### src/design/dac_pkg.sv
// Shared types and constants for the door access controller.
`default_nettype none
package dac_pkg;

   localparam int unsigned KEY_W       = 64;
   localparam int unsigned TIME_W      = 16;
   localparam int unsigned CSR_IDX_W   = 2;
   localparam int unsigned REQ_DATA_W  = 72;
   localparam int unsigned RSP_DATA_W  = 16;

   localparam int unsigned IDLE_TIMEOUT_DEFAULT = 30000;
   localparam logic [TIME_W-1:0] OPEN_TIME_RESET = 16'd3000;

   typedef enum logic [2:0] {
      OP_KEY         = 3'd0,
      OP_BUTTON      = 3'd1,
      OP_TICK        = 3'd2,
      OP_LOG_FULL    = 3'd3,
      OP_LOG_CLEARED = 3'd4
   } op_type;

   typedef enum logic [2:0] {
      MODE_IDLE     = 3'd0,
      MODE_TIMED    = 3'd1,
      MODE_BISTABLE = 3'd2,
      MODE_SAME_KEY = 3'd3,
      MODE_SUPER    = 3'd4,
      MODE_LOCKOUT  = 3'd5
   } mode_type;

   typedef enum logic [2:0] {
      EV_GRANTED,
      EV_SUPER,
      EV_INVALID,
      EV_BUTTON,
      EV_TIMEOUT,
      EV_NONE
   } ev_type;

   localparam logic [2:0] PATTERN_GREEN = 3'd0;
   localparam logic [2:0] PATTERN_BOTH  = 3'd2;
   localparam logic [2:0] PATTERN_OFF   = 3'd4;

   localparam logic [1:0] OPEN_BISTABLE = 2'd1;
   localparam logic [1:0] OPEN_SAME_KEY = 2'd2;

   localparam logic [CSR_IDX_W-1:0] CSR_OPEN_MODE = 2'd0;
   localparam logic [CSR_IDX_W-1:0] CSR_OPEN_TIME = 2'd1;
   localparam logic [CSR_IDX_W-1:0] CSR_SU_KEY    = 2'd2;

   typedef struct packed {
      logic              superuser_enable_pin;
      logic              key_authorized;
      logic [KEY_W-1:0]  key_code;
      logic [2:0]        op;
   } item_type;

   typedef struct packed {
      logic       reject_pulse;
      logic       clear_log_request;
      logic [2:0] mode_state;
      logic [2:0] blink_pattern;
      logic       green_led;
      logic       red_led;
      logic       relay_on;
   } rsp_type;

endpackage
`default_nettype wire

### src/design/dac_core.sv
// Mode state machine, timeout counter, key latches and setting registers.
`default_nettype none
module dac_core #(
   parameter int unsigned IDLE_TIMEOUT_TICKS = dac_pkg::IDLE_TIMEOUT_DEFAULT
) (
   input  wire logic                           clock,
   input  wire logic                           reset,
   input  wire logic                           fire,
   input  wire dac_pkg::item_type              item,
   input  wire logic                           csr_we,
   input  wire logic [dac_pkg::CSR_IDX_W-1:0]  csr_index,
   input  wire logic [dac_pkg::KEY_W-1:0]      csr_wdata,
   output dac_pkg::rsp_type                    rsp
);
   import dac_pkg::*;

   localparam logic [TIME_W-1:0] IDLE_TICKS = TIME_W'(IDLE_TIMEOUT_TICKS);

   logic [1:0]        open_mode_ff;
   logic [TIME_W-1:0] open_time_ff;
   logic [KEY_W-1:0]  su_key_ff;

   mode_type          mode_ff, mode_in;
   logic [TIME_W-1:0] cnt_ff, cnt_in;
   logic              run_ff, run_in;
   logic              relay_ff, relay_in;
   logic              red_ff, red_in;
   logic              green_ff, green_in;
   logic [2:0]        blink_ff, blink_in;
   logic [KEY_W-1:0]  lgk_ff, lgk_in;
   logic [KEY_W-1:0]  opk_ff, opk_in;

   ev_type            ev;
   logic              open_req, close_req, clr, rej;

   always_ff @(posedge clock) begin
      if (reset) begin
         open_mode_ff <= 2'd0;
         open_time_ff <= OPEN_TIME_RESET;
         su_key_ff    <= '0;
      end else if (csr_we) begin
         unique case (csr_index)
            CSR_OPEN_MODE: open_mode_ff <= csr_wdata[1:0];
            CSR_OPEN_TIME: open_time_ff <= csr_wdata[TIME_W-1:0];
            CSR_SU_KEY:    su_key_ff    <= csr_wdata;
            default: ;
         endcase
      end
   end

   always_ff @(posedge clock) begin
      if (reset) begin
         mode_ff  <= MODE_IDLE;
         cnt_ff   <= '0;
         run_ff   <= 1'b0;
         relay_ff <= 1'b0;
         red_ff   <= 1'b1;
         green_ff <= 1'b0;
         blink_ff <= PATTERN_OFF;
         lgk_ff   <= '0;
         opk_ff   <= '0;
      end else if (fire) begin
         mode_ff  <= mode_in;
         cnt_ff   <= cnt_in;
         run_ff   <= run_in;
         relay_ff <= relay_in;
         red_ff   <= red_in;
         green_ff <= green_in;
         blink_ff <= blink_in;
         lgk_ff   <= lgk_in;
         opk_ff   <= opk_in;
      end
   end

   always_comb begin
      mode_in   = mode_ff;
      cnt_in    = cnt_ff;
      run_in    = run_ff;
      relay_in  = relay_ff;
      red_in    = red_ff;
      green_in  = green_ff;
      blink_in  = blink_ff;
      lgk_in    = lgk_ff;
      opk_in    = opk_ff;
      ev        = EV_NONE;
      open_req  = 1'b0;
      close_req = 1'b0;
      clr       = 1'b0;
      rej       = 1'b0;

      unique case (item.op)
         OP_KEY: begin
            if (item.key_authorized && mode_ff != MODE_LOCKOUT) begin
               lgk_in = item.key_code;
               ev     = EV_GRANTED;
            end else if (item.key_code == su_key_ff) begin
               ev = EV_SUPER;
            end else begin
               ev = EV_INVALID;
            end
         end
         OP_BUTTON: ev = EV_BUTTON;
         OP_TICK: begin
            if (run_ff) begin
               if (cnt_ff <= TIME_W'(1)) begin
                  cnt_in = '0;
                  run_in = 1'b0;
                  ev     = EV_TIMEOUT;
               end else begin
                  cnt_in = cnt_ff - TIME_W'(1);
               end
            end
         end
         OP_LOG_FULL: begin
            relay_in = 1'b0;
            red_in   = 1'b1;
            green_in = 1'b1;
            blink_in = PATTERN_BOTH;
            cnt_in   = IDLE_TICKS;
            run_in   = 1'b1;
            mode_in  = MODE_LOCKOUT;
         end
         OP_LOG_CLEARED: begin
            red_in   = 1'b1;
            green_in = 1'b0;
            mode_in  = MODE_IDLE;
         end
         default: ;
      endcase

      unique case (mode_ff)
         MODE_IDLE: begin
            if (ev == EV_SUPER && item.superuser_enable_pin) begin
               blink_in = PATTERN_GREEN;
               cnt_in   = IDLE_TICKS;
               run_in   = 1'b1;
               mode_in  = MODE_SUPER;
            end else if (ev == EV_SUPER || ev == EV_GRANTED) begin
               open_req = 1'b1;
            end else if (ev == EV_INVALID) begin
               red_in   = 1'b1;
               green_in = 1'b0;
               rej      = 1'b1;
            end else if (ev == EV_BUTTON && open_mode_ff != OPEN_BISTABLE
                         && open_mode_ff != OPEN_SAME_KEY) begin
               open_req = 1'b1;
            end
         end
         MODE_TIMED:    close_req = (ev == EV_TIMEOUT);
         MODE_BISTABLE: close_req = (ev == EV_GRANTED);
         MODE_SAME_KEY: close_req = (ev == EV_GRANTED) && (lgk_in == opk_ff);
         MODE_SUPER: begin
            if (ev == EV_TIMEOUT) begin
               blink_in = PATTERN_OFF;
               cnt_in   = IDLE_TICKS;
               run_in   = 1'b1;
               mode_in  = MODE_IDLE;
            end
         end
         MODE_LOCKOUT: begin
            if (ev == EV_SUPER) begin
               red_in   = 1'b1;
               green_in = 1'b0;
               mode_in  = MODE_IDLE;
               clr      = 1'b1;
            end else if (ev == EV_BUTTON) begin
               relay_in = 1'b1;
               cnt_in   = open_time_ff;
               run_in   = 1'b1;
            end else if (ev == EV_TIMEOUT) begin
               relay_in = 1'b0;
            end
         end
         default: ;
      endcase

      if (open_req) begin
         red_in   = 1'b0;
         green_in = 1'b1;
         relay_in = 1'b1;
         priority if (open_mode_ff == OPEN_BISTABLE) begin
            mode_in = MODE_BISTABLE;
         end else if (open_mode_ff == OPEN_SAME_KEY) begin
            opk_in  = lgk_in;
            mode_in = MODE_SAME_KEY;
         end else begin
            cnt_in  = open_time_ff;
            run_in  = 1'b1;
            mode_in = MODE_TIMED;
         end
      end

      if (close_req) begin
         red_in   = 1'b1;
         green_in = 1'b0;
         relay_in = 1'b0;
         blink_in = PATTERN_OFF;
         cnt_in   = IDLE_TICKS;
         run_in   = 1'b1;
         mode_in  = MODE_IDLE;
      end
   end

   assign rsp.relay_on          = relay_in;
   assign rsp.red_led           = red_in;
   assign rsp.green_led         = green_in;
   assign rsp.blink_pattern     = blink_in;
   assign rsp.mode_state        = mode_in;
   assign rsp.clear_log_request = clr;
   assign rsp.reject_pulse      = rej;

`ifndef SYNTH
   // both LEDs lit only while the log is full
   a_both_leds_lockout: assert property (@(posedge clock) disable iff (reset)
      (red_ff && green_ff) |-> (mode_ff == MODE_LOCKOUT))
      else $error("both LEDs lit outside lockout");

   a_reject_idle: assert property (@(posedge clock) disable iff (reset)
      (fire && rej) |-> (mode_ff == MODE_IDLE))
      else $error("reject outside idle");

   a_clear_to_idle: assert property (@(posedge clock) disable iff (reset)
      (fire && clr) |=> (mode_ff == MODE_IDLE))
      else $error("log clear request without return to idle");

   a_log_full: assert property (@(posedge clock) disable iff (reset)
      (fire && item.op == OP_LOG_FULL) |=> (!relay_ff && mode_ff == MODE_LOCKOUT))
      else $error("log full did not lock out");

   a_hold: assert property (@(posedge clock) disable iff (reset)
      !fire |=> ($stable(mode_ff) && $stable(cnt_ff) && $stable(relay_ff)))
      else $error("state moved without an item");
`endif
endmodule
`default_nettype wire

### src/design/door_access_controller_fsm.sv
// Door access controller: item input register, control core, result register.
//
// Usage:
//   req_* takes one event item per handshake: tuser carries the event kind,
//   tdata the key code, the database verdict and the superuser pin level.
//   rsp_* returns exactly one item per event, showing the relay, LEDs, blink
//   code, mode and the log-clear and reject pulses after that event.
//   csr_* writes the open mode, open time and superuser key; write only
//   while no item is in flight.
// Path: the input register loads at acceptance, the result register loads when
//   the core fires, and rsp_tvalid rises from the result register.
// Throughput: one item per cycle while rsp_tready holds; each event is one update
//   of the mode register and timeout counter.
// Reset: synchronous; idle mode, relay off, red on, blink none, timer stopped,
//   settings back to timed mode, 3000 ticks and a zero superuser key.
// Stall: a held result keeps the result register; one further item waits in
//   the input register, then req_tready drops until rsp_tready returns.
`default_nettype none
module door_access_controller_fsm #(
   parameter int unsigned IDLE_TIMEOUT_TICKS = dac_pkg::IDLE_TIMEOUT_DEFAULT
) (
   input  wire logic                            clock,
   input  wire logic                            reset,
   input  wire logic                            req_tvalid,
   output      logic                            req_tready,
   // key_code[63:0], key_authorized[64], superuser_enable_pin[65], zero pad
   input  wire logic [dac_pkg::REQ_DATA_W-1:0]  req_tdata,
   // op[2:0]
   input  wire logic [2:0]                      req_tuser,
   output      logic                            rsp_tvalid,
   input  wire logic                            rsp_tready,
   // relay_on[0], red_led[1], green_led[2], blink_pattern[5:3],
   // mode_state[8:6], clear_log_request[9], reject_pulse[10], zero pad
   output      logic [dac_pkg::RSP_DATA_W-1:0]  rsp_tdata,
   input  wire logic                            csr_we,
   input  wire logic [dac_pkg::CSR_IDX_W-1:0]   csr_index,
   input  wire logic [dac_pkg::KEY_W-1:0]       csr_wdata
);
   import dac_pkg::*;

   logic     in_valid_ff;
   item_type item_ff;
   logic     rsp_valid_ff;
   rsp_type  rsp_ff;
   rsp_type  rsp_in;
   logic     out_ready, fire;

   assign out_ready  = !rsp_valid_ff || rsp_tready;
   assign fire       = in_valid_ff && out_ready;
   assign req_tready = !in_valid_ff || out_ready;

   always_ff @(posedge clock) begin
      if (reset) begin
         in_valid_ff <= 1'b0;
      end else if (req_tready) begin
         in_valid_ff <= req_tvalid;
      end
   end

   always_ff @(posedge clock) begin
      if (req_tready && req_tvalid) begin
         item_ff.op                   <= req_tuser;
         item_ff.key_code             <= req_tdata[KEY_W-1:0];
         item_ff.key_authorized       <= req_tdata[KEY_W];
         item_ff.superuser_enable_pin <= req_tdata[KEY_W+1];
      end
   end

   dac_core #(
      .IDLE_TIMEOUT_TICKS(IDLE_TIMEOUT_TICKS)
   ) u_core (
      .clock    (clock),
      .reset    (reset),
      .fire     (fire),
      .item     (item_ff),
      .csr_we   (csr_we),
      .csr_index(csr_index),
      .csr_wdata(csr_wdata),
      .rsp      (rsp_in)
   );

   always_ff @(posedge clock) begin
      if (reset) begin
         rsp_valid_ff <= 1'b0;
      end else if (out_ready) begin
         rsp_valid_ff <= in_valid_ff;
      end
   end

   always_ff @(posedge clock) begin
      if (fire) begin
         rsp_ff <= rsp_in;
      end
   end

   assign rsp_tvalid = rsp_valid_ff;
   assign rsp_tdata  = {(RSP_DATA_W - $bits(rsp_type))'(0), rsp_ff};
endmodule
`default_nettype wire

### config.mk
export PLATFORM = sky130hd
export DESIGN_NAME = door_access_controller_fsm
export DESIGN_NICKNAME = d
export VERILOG_FILES = /design/src/design/dac_pkg.sv /design/src/design/dac_core.sv /design/src/design/door_access_controller_fsm.sv
export SDC_FILE = /design/constraint.sdc
export NUM_CORES = 1
export LEC_CHECK = 0
export BUFFER_PORTS_ARGS = -buffer_cell sky130_fd_sc_hd__buf_2
export CORE_ASPECT_RATIO = 1.4
export CORE_MARGIN = 10
export CORE_UTILIZATION = 50
export DETAILED_ROUTE_END_ITERATION = 7
export GPL_ROUTABILITY_DRIVEN = 0
export GPL_TIMING_DRIVEN = 0
export HOLD_SLACK_MARGIN = 0.05
export PLACE_DENSITY_LB_ADDON = 0.1
export SYNTH_ARGS = -nofsm -noshare
export SYNTH_HDL_FRONTEND = slang
export SYNTH_SLANG_ARGS = --single-unit
export TNS_END_PERCENT = 10
### constraint.sdc
create_clock -name clock -period 3.2 [get_ports clock]
set_input_delay 0.16 -clock clock [delete_from_list [all_inputs] [get_ports clock]]
set_output_delay 0.16 -clock clock [all_outputs]
set_load 0.02 [all_outputs]
==> results of run 1 <==
-- worst min-delay path, cell delays in order --
cell     delay (ps)
buf_2           130
nor3b_1          90
a21oi_1         150
nor2_1           40
-- path summary, 6_finish.rpt --
| path | to | slack [ps] | cells after the start |
|---|---|---|---|
| setup / recovery | u_core.cnt_ff[4] | -250 | 18 |
| hold / removal | u_core.open_mode_ff[1] | 80 | 4 |
| setup reg to reg | u_core.cnt_ff[4] | -250 | 18 |
| hold reg to reg | u_core.lgk_ff[19] | 460 | 2 |
-- cells in the final DEF (no fill, tap or decap), types with 7 or more instances in the layout --
cell             n
a31oi_1         10
a311oi_1        39
dlygate4sd3_1  136
clkbuf_1        81
o21ai_0         34
buf_2          157
a211oi_1        22
a21oi_1        161
buf_12           7
nand4_1         26
buf_6           15
mux2i_1         21
nor2_1          97
o22ai_1         20
clkbuf_16       35
nor4_2           8
nor3_1          18
nand2b_1        14
nor2b_1         19
nand3_1         15
xnor2_1         65
edfxtp_1        80
buf_4           67
clkbuf_8         9
nor4_1          14
o2bb2ai_1        7
nand2_1        405
xor2_1           9
inv_1           77
dfxtp_1        238
a22o_1          15
-- cell type report --
cell class,count,area (sq um)
fill,2285,9120
clock inverter,9,114
tap,375,469
inverter,77,289
clock buffer,53,1000
timing repair buffer,361,2800
antenna,4,10.0
multi-input combinational,1186,7070
buffer,104,542
sequential,318,7170
-- through the flow --
stage	setup TNS [ps]	area, sq um	cells	power [mW]	utilization [%]
after CTS	-5080	18900	2458	9.35	66.1
after global routing	-9770	19500	2486	9.68	68.1
final	-4580	19500	2487	9.44	68.1
after global placement	-105040	15800	2215	5.20	55.3
after detailed placement	-91650	15800	2216	5.21	55.4
after floorplan	-92.3	14600	1688	4.85	-
-- layer usage --
| metal | vias up | wire (um) |
|---|---|---|
| li1 | 6707 | - |
| met3 | 277 | 4330 |
| met5 | - | 0 |
| met2 | 833 | 27800 |
| met1 | 6891 | 20000 |
| met4 | 0 | 5780 |
-- cell usage after synthesis, types with 13 or more instances --
master	n
o21ai_0	37
nor3_1	18
a311oi_1	43
a22o_1	15
a21oi_1	163
xnor2_1	71
nand3_1	17
a211oi_1	25
inv_1	77
nand2_1	407
nor4_1	22
mux2i_1	31
edfxtp_1	80
o22ai_1	21
nand4_1	26
a31oi_1	13
dfxtp_1	238
nor2b_1	20
clkbuf_1	88
nand2b_1	14
nor2_1	100
-- registers in the layout (all words and copies together), names as in the netlist --
register             flops
in_valid_ff              1
item_ff                 69
rsp_tdata               11
rsp_tvalid               1
u_core.blink_ff          3
u_core.cnt_ff           16
u_core.green_ff          1
u_core.lgk_ff           64
u_core.mode_ff           3
u_core.open_mode_ff      2
u_core.open_time_ff     16
u_core.opk_ff           64
u_core.red_ff            1
u_core.relay_ff          1
u_core.run_ff            1
u_core.su_key_ff        64
-- power by group through the flow --
| stage | clock network [mW] | logic [mW] | registers (mW) |
|---|---|---|---|
| 3_3_place_gp | 0 | 0.691 | 4.51 |
| 4_1_cts | 4.04 | 0.914 | 4.40 |
| 2_1_floorplan | 0 | 0.426 | 4.43 |
| 3_5_place_dp | 0 | 0.706 | 4.51 |
| 6_report | 4.03 | 0.995 | 4.41 |
| 5_1_grt | 4.21 | 1.06 | 4.41 |
-- kinds of logic (layout without fill, tap and decap cells) --
group | Yosys count | in the layout
AO/OA/AOI/OAI | 400 | 401
XOR/XNOR | 81 | 81
adder cells (fa/ha/maj) | 5 | 5
buffers and inverters | 185 | 604
flip-flops | 318 | 318
multiplexers | 31 | 31
other | 1 | 9
AND/OR/NAND/NOR | 663 | 663
-- repair_timing --
item | 4_1_cts | 5_1_grt
pin swaps | 16 | 24
gates cloned | 2 | 1
gates resized for setup | 53 | 89
setup endpoints to repair | 157 | 140
hold buffers | 136 | 0
hold endpoints to repair | 153 | 0
setup buffers | 44 | 26
==> flow_summary.json, run 1 <==
{
  "min_period_over_period_pct": 108,
  "relSlewSlack_pct": 8.50,
  "cp_slowest_cell": "edfxtp_1",
  "ys_seq_area_share_pct": 49.3,
  "initial_core_util_pct": 50.9,
  "overflow": 0,
  "tightest_slew_ps": 1370,
  "vias": 14700,
  "cts_root_buffer": "clkbuf_16",
  "die_y_um": 222,
  "path_clk_slew_ps": 70,
  "p_leak_nw": 6.86,
  "synth-simple-area-share_pct": 19.8,
  "clockBufferDepth": 3,
  "switchingPower_mw": 2.41,
  "netlist-cell-type-count": 71,
  "synthTopCellsByArea": "dfxtp_1, edfxtp_1, nand2_1",
  "synth.avg_cell_area_sq_um": 8.64,
  "drtPass1Iterations": 7,
  "dp_slack_ps": -969,
  "status": "complete, but fails checks",
  "use_met1_pct": 33.3,
  "p_int_mw": 7.03,
  "grtUsageMet3_pct": 5.78,
  "cts_made_buffers": 34,
  "max_stage_delay_ps": 380,
  "use_met2_pct": 50.4,
  "synth_top_area_cell": "dfxtp_1",
  "fmax_ghz": 0.290,
  "dominantRegCellSynth": "dfxtp_1",
  "cts_tree": "yes",
  "drt_iter0_drc": 1517,
  "skew_ps": 24.0,
  "die_w_um": 164,
  "top_usage_layer": "met2",
  "min_from": "csr_index[1]",
  "grt_max_degree": 43,
  "synth_mux_area_share_pct": 2.13,
  "synth_top_family_by_area": "simple AND/OR/NAND/NOR gates",
  "wl_um": 57900,
  "grt_use_total_pct": 30.7,
  "reg2reg_from": "item_ff[0]",
  "h-tree-depth": 2,
  "fin_crit_ps": 3450,
  "core_sq_um": 28600,
  "wire_per_inst_um": 23.3,
  "ios": 164,
  "area_delta_synth_final_pct": 33.8,
  "ys.warnings.count": 0,
  "fin_hold_ws_ps": 75.2,
  "p_per_area_nw_per_um2": 485,
  "drc_errors": 0,
  "yosysTopAreaCellShare_pct": 32.7,
  "p_seq_share_pct": 46.7,
  "async_reset_ff_share_pct": 0,
  "nets": 2233,
  "path_max_fanout": 8,
  "rows": 73,
  "rsz0062_at_grt": "true",
  "finalSetupViolCount": 30,
  "cap_violations": 0,
  "grt_pass1_vias": 14500,
  "antenna_left": 0,
  "critPathKind": "flip-flop to flip-flop",
  "die_area_sq_um": 36400,
  "clk_latency_ps": 550,
  "grt_pass1_wl_um": 85400,
  "synth_compound_area_share_pct": 18.2,
  "hold_viol_final": 0,
  "max-vdd-ir-drop_mv": 0.412,
  "crit_buf_inv": 9,
  "syn_inst": 1684,
  "drv_slew": 0,
  "hp-class": "input port to flip-flop",
  "p_sw_share_pct": 25.5,
  "netlist_area_sq_um": 14500,
  "ys_ff_latch": 318,
  "startpoint": "item_ff[0]",
  "required_ps": 3650,
  "dp_hpwl_um": 40000,
  "synth_fa_ha_area_share_pct": 0.430,
  "violations": "setup timing",
  "cts_num_sinks": 318,
  "arrival_ps": 3900,
  "cpLargestDelayFamily": "buffers and inverters",
  "synth_edf_count": 80,
  "vias_per_cell": 5.91,
  "cp-start-kind": "flip-flop",
  "end_kind": "flip-flop",
  "antenna_found_initial": 3,
  "clkPwrFrac_pct": 42.7,
  "final_layout_size_suffix_gt1_share_pct": 17.6,
  "share_comb_of_total_power_pct": 10.5,
  "finalWorstSetupSlack_ps": -248,
  "io_buffer_count": 152,
  "synth-xor-area-share_pct": 4.88,
  "crit_chain": "buf_6 -> or3_4 -> nor3_4 -> buf_6 -> buf_12 -> buf_12 -> buf_12 -> buf_4 -> mux2i_2 -> o22ai_1 -> nor4_2 -> nand4_1 -> buf_6 -> o22a_4 -> o211a_4 -> buf_6 -> buf_12 -> a31oi_1"
}
Note: power is estimated with default switching activity, not from simulation.
==> inputs of run 2 (changes only) <==
- ABC_AREA: default -> 1
==> flow_summary.json, run 2 <==
{
  "area_delta_synth_final_pct": 26.1,
  "stdcell_count": 2994,
  "cap_violations": 0,
  "dp_hpwl_um": 43100,
  "relSlewSlack_pct": 18.6,
  "largest_register_ffs": 69,
  "core_sq_um": 31400,
  "synthTopCellsByArea": "dfxtp_1, edfxtp_1, nand2_1",
  "netlist-cell-type-count": 39,
  "wire_per_inst_um": 20.0,
  "multi_input_area_sq_um": 7230,
  "worst-r2r-cell-count": 17,
  "layout_common_cells": "nand2_1, nor2_1, inv_1",
  "vias": 16300,
  "fin_area_sq_um": 19900,
  "end_kind": "flip-flop",
  "clk_latency_ps": 530,
  "grt_pass1_vias": 15900,
  "ff_latch_area_sq_um": 7170,
  "grt_pass1_wl_um": 89600,
  "antenna_found_initial": 4,
  "synth.avg_cell_area_sq_um": 7.10,
  "path_max_fanout": 10,
  "initial_core_util_pct": 50.3,
  "netlist_area_sq_um": 15800,
  "ys_ff_latch": 318,
  "cts_made_buffers": 34,
  "yosys-top-cells-count": "nand2_1, nor2_1, inv_1, o21ai_0, dfxtp_1",
  "ys.warnings.count": 0,
  "yosysTopAreaCellShare_pct": 30.2,
  "critPathKind": "flip-flop to flip-flop",
  "synth_edf_count": 80,
  "crit_chain": "nor2_4 -> nand2_4 -> nor2_4 -> buf_6 -> buf_8 -> buf_12 -> o211ai_1 -> nand2_1 -> nand2_1 -> nor2_1 -> nand3_2 -> nor2_2 -> nand3_2 -> nand2_4 -> inv_2 -> o21ai_1 -> inv_1",
  "total_power_mw": 10.0,
  "async_reset_ff_share_pct": 0,
  "clockBufferDepth": 3,
  "p_per_area_nw_per_um2": 503,
  "ios": 164,
  "die_w_um": 170,
  "h-tree-depth": 2,
  "dominantRegCellSynth": "dfxtp_1",
  "nets": 2722,
  "final_layout_size_suffix_gt1_share_pct": 12.4,
  "drv_slew": 0,
  "drc_errors": 0,
  "required_ps": 3470,
  "overflow": 0,
  "wl_um": 60000,
  "grt_max_degree": 66,
  "rows": 77,
  "cp_slowest_cell": "edfxtp_1",
  "arrival_ps": 3320,
  "max_stage_delay_ps": 500,
  "grt_use_total_pct": 29.9,
  "hold_viol_final": 0,
  "syn_inst": 2224,
  "cts_root_buffer": "clkbuf_16",
  "die_area_sq_um": 39200,
  "ys_seq_area_share_pct": 45.4,
  "finalSetupViolCount": 0,
  "fin_tns_setup_ps": 0,
  "skew_ps": 20.6,
  "synth_top_area_cell": "dfxtp_1",
  "hp-class": "input port to flip-flop",
  "regMostFlops": "item_ff",
  "die_y_um": 230,
  "finish.utilization_pct": 63.4,
  "drt_iter0_drc": 1511,
  "min_period_over_period_pct": 95.6,
  "cp-start-kind": "flip-flop",
  "cts_tree": "yes",
  "dp_cells": 2775,
  "fin_crit_ps": 3060,
  "final_common_cell": "nand2_1",
  "cts_num_sinks": 318,
  "max-vdd-ir-drop_mv": 0.512,
  "fmax_ghz": 0.327,
  "antenna_left": 0,
  "vias_per_cell": 5.45,
  "synthMostInstantiatedCell": "nand2_1",
  "hold_depth": 4,
  "p_leak_nw": 9.46,
  "place_area_sq_um": 17100,
  "io_buffer_count": 151,
  "fillCellCount": 2766,
  "path_clk_slew_ps": 60,
  "drtPass1Iterations": 6,
  "status": "complete, no violations",
  "tightest_slew_ps": 1220
}
[run 2: layout make-up]
| type | instances | area share (%) |
|---|---|---|
| multi-input combinational | 1531 | 36.3 |
| sequential | 318 | 36.0 |
| timing repair buffer | 307 | 11.5 |
| inverter | 273 | 5.18 |
| clock buffer | 48 | 4.89 |
| buffer | 106 | 2.94 |
| tap | 395 | 2.48 |
| clock inverter | 12 | 0.710 |
| antenna | 4 | 0.0502 |
[run 2: stage by stage]
step,setup slack [ps],hold slack [ps]
2_1_floorplan,681,259
3_3_place_gp,-393,337
3_5_place_dp,-439,338
4_1_cts,20.0,66.9
5_1_grt,-21.5,116
6_report,142,79.4
[run 2: what timing repair did]
action / in CTS / in global routing
pin swaps: 1 / 7
hold buffers: 136 / 0
endpoints found under the setup margin: 97 / 96
buffers inserted: 4 / 15
resized for setup: 15 / 45
hold endpoints to repair: 153 / 0
[run 2: routing by layer]
layer	vias up	global-route usage, %	part of all wire [%]
li1	7774	-	-
met1	7511	30.2	34
met2	772	50.8	49
met3	269	5.38	7.2
met4	0	28.4	10
met5	-	0	0
[run 2: kinds of logic (layout without fill, tap and decap cells)]
kind of cell	Yosys count	count (layout)	share of synthesized area, %
other	1	9	0.0237
xor gates and xnor gates	77	77	4.27
adders and majority gates	5	5	0.396
and+or+nand+nor	1029	1029	26.5
DFF	318	318	45.4
buffers and inverters	379	746	9.69
AOI/OAI and AO/OA	415	415	13.8
[run 2: path summary, 6_finish.rpt]
check	start	end	slack [ps]
hold reg to reg	u_core.opk_ff[45]	u_core.opk_ff[45]	470
setup reg to reg	item_ff[1]	rsp_tdata[0]	140
setup / recovery	item_ff[1]	rsp_tdata[0]	140
hold / removal	csr_index[0]	u_core.open_mode_ff[1]	80
[run 2: worst max-delay path: cells and delay by family (launching register included)]
kind | cells | cell delay [ps]
simple gates | 10 | 1490
buf+inv | 5 | 610
flops | 1 | 500
compound gates | 2 | 190
[run 2: power breakdown]
group / leakage, nW / switching [mW] / internal, mW
Clock: 0.543 / 1.66 / 2.37
Sequential: 2.72 / 0.158 / 4.33
Combinational: 6.20 / 0.938 / 0.571
==> inputs of run 3 (changes only) <==
- CORE_UTILIZATION: 50 -> 45
==> flow_summary.json, run 3 (synthesized netlist as in run 2, its figures left out) <==
{
  "drt_iter0_drc": 1321,
  "fin_tns_setup_ps": 0,
  "min_period_over_period_pct": 98.4,
  "critPathKind": "flip-flop to flip-flop",
  "grt_max_degree": 60,
  "arrival_ps": 3540,
  "area_delta_synth_final_pct": 26.6,
  "ios": 164,
  "drc_errors": 0,
  "place_area_sq_um": 17200,
  "initial_core_util_pct": 45.3,
  "min_from": "csr_we",
  "p_per_area_nw_per_um2": 511,
  "r2r_setup_slack_ps": 50,
  "layout_common_cells": "nand2_1, nor2_1, inv_1",
  "grt_use_total_pct": 27.6,
  "fin_crit_ps": 3150,
  "fmax_ghz": 0.318,
  "fin_area_sq_um": 20000,
  "cts_num_sinks": 318,
  "regMostFlops": "item_ff",
  "die_area_sq_um": 43100,
  "status": "complete, no violations",
  "reg2reg_from": "item_ff[1]",
  "max-vdd-ir-drop_mv": 0.436,
  "antenna_left": 0,
  "grt_pass1_vias": 15800,
  "finalSetupViolCount": 0,
  "path_max_fanout": 10,
  "required_ps": 3590,
  "hold_depth": 5,
  "dp_hpwl_um": 43900,
  "drv_slew": 0,
  "worst-r2r-cell-count": 18,
  "grt_pass1_wl_um": 91300,
  "io_buffer_count": 151,
  "wire_per_inst_um": 20.0,
  "core_sq_um": 34900,
  "die_w_um": 178,
  "tightest_slew_ps": 1170,
  "relSlewSlack_pct": 22.1,
  "antenna_found_initial": 3,
  "die_y_um": 242,
  "drtPass1Iterations": 5,
  "clockBufferDepth": 3,
  "hold_viol_final": 0,
  "clk_latency_ps": 550,
  "holdPathEnd": "u_core.open_mode_ff[0]",
  "rows": 81,
  "vias_per_cell": 5.28,
  "cp-start-kind": "flip-flop",
  "cap_violations": 0,
  "r2r-end": "u_core.cnt_ff[0]",
  "largest_register_ffs": 69,
  "vias": 16200,
  "nets": 2722,
  "end_kind": "flip-flop",
  "skew_ps": 22.6,
  "path_clk_slew_ps": 60,
  "final_common_cell": "nand2_1",
  "hp-class": "input port to flip-flop",
  "cts_root_buffer": "clkbuf_16",
  "cts_made_buffers": 36,
  "overflow": 0,
  "h-tree-depth": 2,
  "cts_tree": "yes",
  "final_layout_size_suffix_gt1_share_pct": 12.2,
  "p_leak_nw": 9.47,
  "wl_um": 61100
}
## run 3: worst max-delay path, stage by stage, from the launching register on
cell and delay (ps):
edfxtp_1 510, nor2_4 190, nand2_4 120, nor2_4 250, buf_6 230, nand2_2 150
o21ai_1 150, nand2_1 70, nand2_1 70, nand2_1 140, nor2_1 150, nand3_1 140
nor2_1 140, nand3_2 140, nand2_4 150, nor2_8 70, buf_6 180, nand2_1 80
a21oi_1 50
## run 3: power by group
group	internal [mW]	total, mW	switching [mW]
Combinational	0.566	1.50	0.933
Clock	2.46	4.23	1.77
Sequential	4.33	4.49	0.162
Total	7.36	10.2	2.87
## run 3: stage by stage
step	std cells	worst slack [ps]	power, mW	util, %	hold WS (ps)
finish	3058	51.4	10.2	57.4	108
global route	3058	-20.6	10.6	57.4	151
CTS	3045	0.0635	10.2	56.9	88.3
detailed placement	2837	-490	5.88	49.3	338
global placement	2835	-463	5.86	49.2	337
floorplan	2228	681	5.37	-	259
## run 3: worst max path at each step
stage,startpoint,to
detailed placement,item_ff[65],u_core.opk_ff[19]
global route,item_ff[2],u_core.cnt_ff[0]
global placement,item_ff[65],u_core.opk_ff[38]
CTS,item_ff[2],u_core.cnt_ff[0]
floorplan,rsp_tvalid,item_ff[0]
finish,item_ff[1],u_core.cnt_ff[0]
## run 3: per-layer routing
metal  wire length, um  vias up  track usage, %
met5                 0        -               0
met4              5860        0            23.1
met3              3610      229            4.40
met2             29900      637            47.2
met1             21700     7501            28.8
li1                  -     7791               -
## run 3: area by class of cell
type                    count  area, sq um
inverters                 273         1030
diodes                      3         7.51
clock buffers              53         1050
clock inverters            13          138
multi-input cells        1531         7200
plain buffers             105          547
fillers                  3305        14900
well taps                 456          571
repair buffers            306         2290
flip-flops and latches    318         7170
## run 3: timing repair
action,CTS,global route
hold buffers,137,0
gates resized for setup,10,40
pin swaps,1,7
endpoints found under the setup margin,95,96
buffers inserted,5,11
endpoints found under the hold margin,153,0
